## src/hdl/fxpid_pkg.sv

```systemverilog
// Package for the fixed-point PID controller: payload and configuration types,
// register indexes, datapath widths and the integral clamp function.
// No dependencies.
`default_nettype none

package fxpid_pkg;

    localparam int FRAC_BITS = 15;

    // Widths of the datapath
    localparam int ERR_W   = 17;
    localparam int DIFF_W  = ERR_W + 1;
    localparam int GAIN_W  = 16;
    localparam int PROD_W  = GAIN_W + ERR_W;
    localparam int DPROD_W = GAIN_W + DIFF_W;
    localparam int ISUM_W  = 32;
    localparam int ILIM_W  = 31;
    localparam int SUM_W   = 40;
    localparam int OUT_W   = 16;

    // Configuration port
    localparam int CFG_IDX_W  = 3;
    localparam int CFG_DATA_W = 31;

    typedef enum logic [CFG_IDX_W-1:0] {
        REG_PROP_GAIN      = 3'd0,
        REG_INTEG_GAIN     = 3'd1,
        REG_DERIV_GAIN     = 3'd2,
        REG_UPPER_LIMIT    = 3'd3,
        REG_LOWER_LIMIT    = 3'd4,
        REG_INTEGRAL_LIMIT = 3'd5
    } t_cfg_idx;

    localparam logic signed [15:0]       RST_UPPER_LIMIT    = 16'sd1000;
    localparam logic signed [15:0]       RST_LOWER_LIMIT    = -16'sd1000;
    localparam logic [ILIM_W-1:0]        RST_INTEGRAL_LIMIT = 31'd52428800;

    typedef enum logic [1:0] {
        HIT_NONE  = 2'd0,
        HIT_UPPER = 2'd1,
        HIT_LOWER = 2'd2
    } t_limit_hit;

    typedef struct packed {
        logic signed [15:0] target_value;
        logic signed [15:0] measured_value;
    } t_in_item;

    typedef struct packed {
        logic signed [15:0] drive_value;
        t_limit_hit         limit_hit;
    } t_out_item;

    typedef struct packed {
        logic signed [GAIN_W-1:0] prop_gain;
        logic signed [GAIN_W-1:0] integ_gain;
        logic signed [GAIN_W-1:0] deriv_gain;
        logic signed [15:0]       upper_limit;
        logic signed [15:0]       lower_limit;
        logic [ILIM_W-1:0]        integral_limit;
    } t_cfg;

    // Products handed from the multiply stage to the integrator stage
    typedef struct packed {
        logic signed [PROD_W-1:0]  inc;
        logic signed [PROD_W-1:0]  p_term;
        logic signed [DPROD_W-1:0] d_term;
        logic                      err_pos;
        logic                      err_neg;
    } t_terms;

    function automatic logic signed [SUM_W-1:0] fxpid_clamp(
        input logic signed [SUM_W-1:0] v,
        input logic [ILIM_W-1:0]       lim
    );
        logic signed [SUM_W-1:0] pos;
        logic signed [SUM_W-1:0] neg;
        pos = $signed({{(SUM_W-ILIM_W){1'b0}}, lim});
        neg = -pos;
        if (v > pos) begin
            return pos;
        end else if (v < neg) begin
            return neg;
        end else begin
            return v;
        end
    endfunction

endpackage

`default_nettype wire

```

## src/hdl/fxpid_cfg_regs.sv

```systemverilog
// Configuration register file of the PID controller.
// Depends on fxpid_pkg.
`default_nettype none

module fxpid_cfg_regs (
    input  wire logic                              i_clk,
    input  wire logic                              i_rst_n,
    input  wire logic                              i_cfg_we,
    input  wire logic [fxpid_pkg::CFG_IDX_W-1:0]   i_cfg_idx,
    input  wire logic [fxpid_pkg::CFG_DATA_W-1:0]  i_cfg_data,
    output fxpid_pkg::t_cfg                        o_cfg
);
    import fxpid_pkg::*;

    t_cfg r_cfg;

    always_ff @(posedge i_clk) begin
        if (!i_rst_n) begin
            r_cfg.prop_gain      <= '0;
            r_cfg.integ_gain     <= '0;
            r_cfg.deriv_gain     <= '0;
            r_cfg.upper_limit    <= RST_UPPER_LIMIT;
            r_cfg.lower_limit    <= RST_LOWER_LIMIT;
            r_cfg.integral_limit <= RST_INTEGRAL_LIMIT;
        end else if (i_cfg_we) begin
            case (t_cfg_idx'(i_cfg_idx))
                REG_PROP_GAIN:      r_cfg.prop_gain      <= $signed(i_cfg_data[15:0]);
                REG_INTEG_GAIN:     r_cfg.integ_gain     <= $signed(i_cfg_data[15:0]);
                REG_DERIV_GAIN:     r_cfg.deriv_gain     <= $signed(i_cfg_data[15:0]);
                REG_UPPER_LIMIT:    r_cfg.upper_limit    <= $signed(i_cfg_data[15:0]);
                REG_LOWER_LIMIT:    r_cfg.lower_limit    <= $signed(i_cfg_data[15:0]);
                REG_INTEGRAL_LIMIT: r_cfg.integral_limit <= i_cfg_data[ILIM_W-1:0];
                default: begin
                    // unknown index: drop the write
                end
            endcase
        end
    end

    assign o_cfg = r_cfg;

endmodule

`default_nettype wire

```

## src/hdl/fxpid_front.sv

```systemverilog
// Front of the PID pipeline: input register with the error, then the
// registered gain products. Holds the previous error.
// Depends on fxpid_pkg.
`default_nettype none

module fxpid_front (
    input  wire logic                i_clk,
    input  wire logic                i_rst_n,
    input  wire fxpid_pkg::t_cfg     i_cfg,
    input  wire logic                i_in_valid,
    input  wire fxpid_pkg::t_in_item i_in_data,
    output logic                     o_in_ready,
    input  wire logic                i_adv_next,
    output logic                     o_terms_valid,
    output fxpid_pkg::t_terms        o_terms
);
    import fxpid_pkg::*;

    logic                     r_s1_valid;
    logic signed [ERR_W-1:0]  r_err;
    logic signed [ERR_W-1:0]  r_last_err;
    logic                     r_s2_valid;
    t_terms                   r_terms;

    logic                     adv_s1;
    logic                     adv_s2;
    logic signed [ERR_W-1:0]  n_err;
    logic signed [DIFF_W-1:0] diff;
    t_terms                   n_terms;

    // a stage moves when the next one is empty or moving too
    assign adv_s2 = !r_s2_valid || i_adv_next;
    assign adv_s1 = !r_s1_valid || adv_s2;

    assign n_err = ERR_W'(i_in_data.target_value) - ERR_W'(i_in_data.measured_value);
    assign diff  = DIFF_W'(r_err) - DIFF_W'(r_last_err);

    always_comb begin
        n_terms.inc     = PROD_W'(i_cfg.integ_gain) * PROD_W'(r_err);
        n_terms.p_term  = PROD_W'(i_cfg.prop_gain) * PROD_W'(r_err);
        n_terms.d_term  = DPROD_W'(i_cfg.deriv_gain) * DPROD_W'(diff);
        n_terms.err_pos = !r_err[ERR_W-1] && (r_err != '0);
        n_terms.err_neg = r_err[ERR_W-1];
    end

    always_ff @(posedge i_clk) begin
        if (!i_rst_n) begin
            r_s1_valid <= 1'b0;
            r_s2_valid <= 1'b0;
            r_last_err <= '0;
        end else begin
            if (adv_s1) begin
                r_s1_valid <= i_in_valid;
            end
            if (adv_s2) begin
                r_s2_valid <= r_s1_valid;
                if (r_s1_valid) begin
                    r_last_err <= r_err;
                end
            end
        end
    end

    always_ff @(posedge i_clk) begin
        if (adv_s1 && i_in_valid) begin
            r_err <= n_err;
        end
        if (adv_s2 && r_s1_valid) begin
            r_terms <= n_terms;
        end
    end

    assign o_in_ready    = adv_s1;
    assign o_terms_valid = r_s2_valid;
    assign o_terms       = r_terms;

endmodule

`default_nettype wire

```

## src/hdl/fxpid_loop.sv

```systemverilog
// Integrator stage of the PID controller: integral update and clamp, output
// sum, limit check with anti-windup take-back, and the result register.
// Depends on fxpid_pkg.
`default_nettype none

module fxpid_loop (
    input  wire logic            i_clk,
    input  wire logic            i_rst_n,
    input  wire fxpid_pkg::t_cfg i_cfg,
    input  wire logic            i_terms_valid,
    input  wire fxpid_pkg::t_terms i_terms,
    output logic                 o_adv,
    output logic                 o_out_valid,
    input  wire logic            i_out_ready,
    output fxpid_pkg::t_out_item o_out_data
);
    import fxpid_pkg::*;

    logic signed [ISUM_W-1:0] r_isum;
    logic                     r_out_valid;
    t_out_item                r_out;

    logic                     adv;
    logic signed [SUM_W-1:0]  inc;
    logic signed [SUM_W-1:0]  isum_add;
    logic signed [SUM_W-1:0]  sum;
    logic signed [SUM_W-1:0]  hi;
    logic signed [SUM_W-1:0]  lo;
    logic signed [SUM_W-1:0]  result;
    logic signed [SUM_W-1:0]  isum_fin;
    logic signed [SUM_W-1:0]  scaled;
    t_out_item                n_out;
    logic signed [ISUM_W-1:0] n_isum;

    assign adv = !r_out_valid || i_out_ready;

    assign inc      = SUM_W'(i_terms.inc);
    assign isum_add = fxpid_clamp(SUM_W'(r_isum) + inc, i_cfg.integral_limit);
    assign sum      = SUM_W'(i_terms.p_term) + isum_add + SUM_W'(i_terms.d_term);
    assign hi       = SUM_W'(i_cfg.upper_limit) <<< FRAC_BITS;
    assign lo       = SUM_W'(i_cfg.lower_limit) <<< FRAC_BITS;

    always_comb begin
        result          = sum;
        isum_fin        = isum_add;
        n_out.limit_hit = HIT_NONE;
        if (sum > hi) begin
            result          = hi;
            n_out.limit_hit = HIT_UPPER;
            // take back this step's increment when pushing further up
            if (i_terms.err_pos) begin
                isum_fin = fxpid_clamp(isum_add - inc, i_cfg.integral_limit);
            end
        end else if (sum < lo) begin
            result          = lo;
            n_out.limit_hit = HIT_LOWER;
            if (i_terms.err_neg) begin
                isum_fin = fxpid_clamp(isum_add - inc, i_cfg.integral_limit);
            end
        end
        scaled            = result >>> FRAC_BITS;
        n_out.drive_value = scaled[OUT_W-1:0];
        n_isum            = isum_fin[ISUM_W-1:0];
    end

    always_ff @(posedge i_clk) begin
        if (!i_rst_n) begin
            r_out_valid <= 1'b0;
            r_isum      <= '0;
        end else if (adv) begin
            r_out_valid <= i_terms_valid;
            if (i_terms_valid) begin
                r_isum <= n_isum;
            end
        end
    end

    always_ff @(posedge i_clk) begin
        if (adv && i_terms_valid) begin
            r_out <= n_out;
        end
    end

    assign o_adv       = adv;
    assign o_out_valid = r_out_valid;
    assign o_out_data  = r_out;

endmodule

`default_nettype wire

```

## src/hdl/fixed_point_pid_antiwindup.sv

```systemverilog
// Top level of the fixed-point PID controller with integral clamp and
// anti-windup. Depends on fxpid_pkg, fxpid_cfg_regs, fxpid_front, fxpid_loop.
//
//   channel  | handshake                 | payload
//   ---------+---------------------------+------------------------------
//   input    | i_in_valid / o_in_ready   | i_in_data  (t_in_item)
//   output   | o_out_valid / i_out_ready | o_out_data (t_out_item)
//   config   | i_cfg_we                  | i_cfg_idx, i_cfg_data
//
// One item per cycle sustained while the output is accepted; the result passes
// through the error register, product register and result register.
// The integral accumulator closes its loop in the result stage, once per item.
// Synchronous active-low reset clears pipeline valids, the integral, the
// previous error and the registers to their defaults. A stalled output holds;
// empty stages upstream keep filling until the pipeline is full.
`default_nettype none

module fixed_point_pid_antiwindup (
    input  wire logic                              i_clk,
    input  wire logic                              i_rst_n,
    input  wire logic                              i_cfg_we,
    input  wire logic [fxpid_pkg::CFG_IDX_W-1:0]   i_cfg_idx,
    input  wire logic [fxpid_pkg::CFG_DATA_W-1:0]  i_cfg_data,
    input  wire logic                              i_in_valid,
    output logic                                   o_in_ready,
    input  wire fxpid_pkg::t_in_item               i_in_data,
    output logic                                   o_out_valid,
    input  wire logic                              i_out_ready,
    output fxpid_pkg::t_out_item                   o_out_data
);
    import fxpid_pkg::*;

    t_cfg   cfg;
    t_terms terms;
    logic   terms_valid;
    logic   adv_loop;

    fxpid_cfg_regs u_cfg_regs (
        .i_clk      (i_clk),
        .i_rst_n    (i_rst_n),
        .i_cfg_we   (i_cfg_we),
        .i_cfg_idx  (i_cfg_idx),
        .i_cfg_data (i_cfg_data),
        .o_cfg      (cfg)
    );

    fxpid_front u_front (
        .i_clk         (i_clk),
        .i_rst_n       (i_rst_n),
        .i_cfg         (cfg),
        .i_in_valid    (i_in_valid),
        .i_in_data     (i_in_data),
        .o_in_ready    (o_in_ready),
        .i_adv_next    (adv_loop),
        .o_terms_valid (terms_valid),
        .o_terms       (terms)
    );

    fxpid_loop u_loop (
        .i_clk         (i_clk),
        .i_rst_n       (i_rst_n),
        .i_cfg         (cfg),
        .i_terms_valid (terms_valid),
        .i_terms       (terms),
        .o_adv         (adv_loop),
        .o_out_valid   (o_out_valid),
        .i_out_ready   (i_out_ready),
        .o_out_data    (o_out_data)
    );

endmodule

`default_nettype wire
```

## config.mk

```make
export PLATFORM = sky130hd
export DESIGN_NAME = fixed_point_pid_antiwindup
export DESIGN_NICKNAME = d
export VERILOG_FILES = /design/src/hdl/fxpid_pkg.sv /design/src/hdl/fxpid_cfg_regs.sv /design/src/hdl/fxpid_front.sv /design/src/hdl/fxpid_loop.sv /design/src/hdl/fixed_point_pid_antiwindup.sv
export SDC_FILE = /design/constraint.sdc
export NUM_CORES = 2
export LEC_CHECK = 0
export BUFFER_PORTS_ARGS = -buffer_cell sky130_fd_sc_hd__buf_2
export CAP_MARGIN = 25
export CELL_PAD_IN_SITES_DETAIL_PLACEMENT = 1
export CELL_PAD_IN_SITES_GLOBAL_PLACEMENT = 2
export CORE_ASPECT_RATIO = 1.1
export CORE_MARGIN = 4
export CORE_UTILIZATION = 40
export CTS_CLUSTER_SIZE = 30
export DETAILED_ROUTE_END_ITERATION = 10
export PLACE_DENSITY = 0.91
export SLEW_MARGIN = 20
export SYNTH_ARGS = -nofsm -noshare
export SYNTH_HDL_FRONTEND = slang
export SYNTH_SLANG_ARGS = --single-unit
```

## constraint.sdc

```tcl
create_clock -name i_clk -period 20.6 [get_ports i_clk]
set_input_delay 3.09 -clock i_clk [delete_from_list [all_inputs] [get_ports i_clk]]
set_output_delay 3.09 -clock i_clk [all_outputs]
set_load 0.01 [all_outputs]
```

==> flow_results.org <==
** Status
- Result of the run :: complete, no violations

** Die
- The die covers 147000 um^2.
- The die is 366 um wide.
- Initial core utilization :: 40.3%
- Boundary pin count :: 91
- The floorplan has 144 rows.
- The die is 402 um tall.
- Core Region :: 140000 um^2

** Critical path
- The worst setup path is captured at a flip-flop.
- The critical path in this run is classified as reg2reg.
- Maximum single-stage delay on the critical path :: 0.69 ns
- Arrival time of data at the critical path endpoint :: 16.16 ns
- CP Max Fanout :: 41
- The worst setup path is launched from a flip-flop.
- Required time of the critical path :: 21.09 ns
- Cell with the largest stage delay on the worst path :: sky130_fd_sc_hd__a311oi_1
- Library cell appearing most often on the critical path :: sky130_fd_sc_hd__a21oi_1

** Logic synthesis
- Cells after Synth :: 6532
- Synthesis Warnings :: 0
- Yosys mapped a number of flops with a built-in enable equal to 137.
- The share of synthesized area in the top cell type comes to 31.4%.
- After synthesis the cells add up to 56500 um^2.
- After synthesis, the share of flip-flops with an asynchronous set or reset is 0%.
- Summed over all instances, the cell type with the most area after synthesis is sky130_fd_sc_hd__fa_1.
- Among all cell types in the netlist, the one instantiated most often is sky130_fd_sc_hd__inv_1.
- Mean instance size in the synthesized netlist :: 8.65 um^2
- Unique cell type count in the Yosys netlist :: 92
- Synthesis produced a netlist with a net count of 8077.
- Among all flip-flop cells after synthesis, the most frequent one is sky130_fd_sc_hd__dfxtp_1.
- In the post-synthesis netlist, the biggest area contributors are sky130_fd_sc_hd__fa_1, sky130_fd_sc_hd__ha_1, sky130_fd_sc_hd__inv_1.
- Count of state elements after synthesis :: 300
- Of the synthesized area, sequential elements account for 13.1%.
- Most numerous cell types in the synthesized netlist :: sky130_fd_sc_hd__inv_1, sky130_fd_sc_hd__fa_1, sky130_fd_sc_hd__nand2_1, sky130_fd_sc_hd__ha_1, sky130_fd_sc_hd__a21oi_1

** Routing
- In this run, the number of DRC markers left after iteration 0 of detailed routing was 3170.
- For this run, design rule violations remaining after detail routing come to 0.
- After detailed routing, the average wire length per cell comes to 23.4 um.
- Total number of vias :: 46300
- Final wirelength :: 195 mm
- Before antenna repair, the detailed router went through 5 iterations.
- Using the TritonRoute via totals, the vias-per-cell ratio works out to 5.56.
- The count of nets left with antenna violations once routing finished came out at 0.

** GRT
- The number of antenna violations at the first check in global routing was 0.
- Number of global-route vias before repair :: 51200
- GRT Overall Usage :: 26.5%
- Overflow left after global routing :: 0
- Pin count of the biggest net entering global routing :: 71
- The first global-routing pass estimated 303 mm of wire.

** CTS
- Clock tree from TritonCTS :: done
- Hold Buf Count CTS :: 0
- Clock transition at path regs :: 0.06 ns
- Count of instances resized after the clock tree is built :: 0
- The clock tree synthesis step divided the H-tree into 2 levels.
- Clock Tree Root :: sky130_fd_sc_hd__clkbuf_16
- Number of buffers inserted during clock tree synthesis :: 42
- After clock tree synthesis, the setup repair step added 0 buffers.
- Clock net sink count :: 300
- The later pin in the worst-skew pair is clocked with a latency of 0.64 ns.
- CTS Buffer Depth :: 3

** Place
- During placement, the flow inserted port buffers numbering 90.
- Half-perimeter wire length after placement :: 157 mm
- Placer Congestion :: 0.985
- Number of cells after detailed placement :: 8248

** Timing
- Hold timing on the final database bottoms out at a slack of 0.455 ns.
- Max-slew headroom at the worst pin :: 24.9%
- Post-route setup TNS :: 0 ns
- The worst path uses 76.1% of the clock period.
- The hold violation total from the final report is 0.
- At the pin with the least slew margin, the transition time is 1.12 ns.
- Fmax achieved :: 0.0638 GHz
- Setup repair after global routing missed its margin :: false
- The max-slew violation count came to 0.
- For the finished layout, the period the worst path requires is 15.67 ns.
- Clock skew on the completed layout was measured at 0.0494 ns.
- Total of endpoints with negative setup slack in the final report :: 0

** Power and ir drop
- In this run the static leakage power is 0.0265 uW.
- Post-route total power :: 5790 uW
- Areal power density over the cells :: 96.1 nW/um^2
- Across the VDD grid, the largest voltage drop is 103 uV.

** Flow run
- The tool flagged a number of max-cap violations equal to 0.

** Cells and area
- Of the cells placed in the final design, the portion with a size suffix greater than 1 is 4.49%.
- Final net count :: 8012
- Layout overhead on the synthesized area :: 6.65%
- Fill cells in the final layout number 16600.
- After the flow finishes, the layout carries non-filler instances totaling 8328.

** Hold path
- Worst min path class :: reg2reg
registers in the layout, indices dropped and copies added, names as in the netlist:
| signal | cells |
|---|---|
| u_loop.o_out_data | 18 |
| u_front.r_last_err | 17 |
| u_front.r_s1_valid | 1 |
| u_front.o_terms | 102 |
| u_cfg_regs.o_cfg | 111 |
| u_front.o_terms_valid | 1 |
| u_front.r_err | 17 |
| u_loop.o_out_valid | 1 |
| u_loop.r_isum | 32 |
routing by layer:
metal / share of wire, % / track usage, %
met3: 5.0 / 3.00
met1: 43 / 34.8
met4: 3.3 / 7.89
met5: 0 / 0
met2: 49 / 46.2
report_power, final:
part           internal, uW  leakage, uW  switching, uW
Combinational          1480       0.0231           2720
Clock                   458     0.000700            325
Sequential              733      0.00263           73.7
cell type report:
cell class / instances / area [um^2] / area share, %
Inverter: 1255 / 4720 / 7.83
Antenna cell: 2 / 5.00 / 0.00831
Sequential cell: 300 / 7380 / 12.2
Multi-Input combinational cell: 4714 / 43500 / 72.1
Clock buffer: 59 / 1230 / 2.04
Timing Repair Buffer: 154 / 955 / 1.59
Clock inverter: 19 / 208 / 0.345
Tap cell: 1825 / 2280 / 3.79
cell usage in the layout (no fill, tap or decap), drive strengths merged, types with 28 or more instances in the layout:
master,count
inv,1257
fa,886
nand2,877
ha,588
a21oi,387
and2,322
nor2,237
o21ai,190
xnor2,187
dfxtp,163
buf,154
edfxtp,137
a21o,110
nand2b,85
nand3,83
nor3,79
clkbuf,59
nor2b,56
nand4,48
xor2,44
o21a,41
a211oi,40
o211ai,39
o21bai,39
a31oi,30
a21boi,29
and3,28
cell families after synthesis:
group | synth area share (%)
AO/OA/AOI/OAI | 12.4
buffers and inverters | 10.1
adder cells (fa/ha/maj) | 44.4
multiplexers | 0.587
AND/OR/NAND/NOR | 15.7
flip-flops | 13.1
XOR/XNOR | 3.62
final timing paths:
check                                      start                                  end  slack, ns  cells past startpoint
max reg2reg        u_front.o_terms[69]$_DFFE_PP_       u_loop.r_isum[18]$_SDFFE_PN0P_       4.93                     55
max                u_front.o_terms[69]$_DFFE_PP_       u_loop.r_isum[18]$_SDFFE_PN0P_       4.93                     55
min reg2reg  u_front.r_last_err[14]$_SDFFE_PN0P_  u_front.r_last_err[14]$_SDFFE_PN0P_       0.45                      2
min          u_front.r_last_err[14]$_SDFFE_PN0P_  u_front.r_last_err[14]$_SDFFE_PN0P_       0.45                      2
critical path: cells and delay by family, from the launching register on:
kind            cells  cell delay, ns
compound gates     29            7.40
flops               1            0.41
simple gates       10            2.84
buf+inv             6            1.86
mux                 2            0.61
fa+ha+maj           6            2.02
xor+xnor            2            0.39
stage by stage:
step	area, um^2	util, %	setup slack (ns)
floorplan	56500	-	9.20
global placement	58700	41.9	5.44
detailed placement	58800	41.9	5.22
CTS	60200	43.0	5.13
global route	60200	43.0	3.97
finish	60200	43.0	4.93
Power figures use the tool's default switching activity.
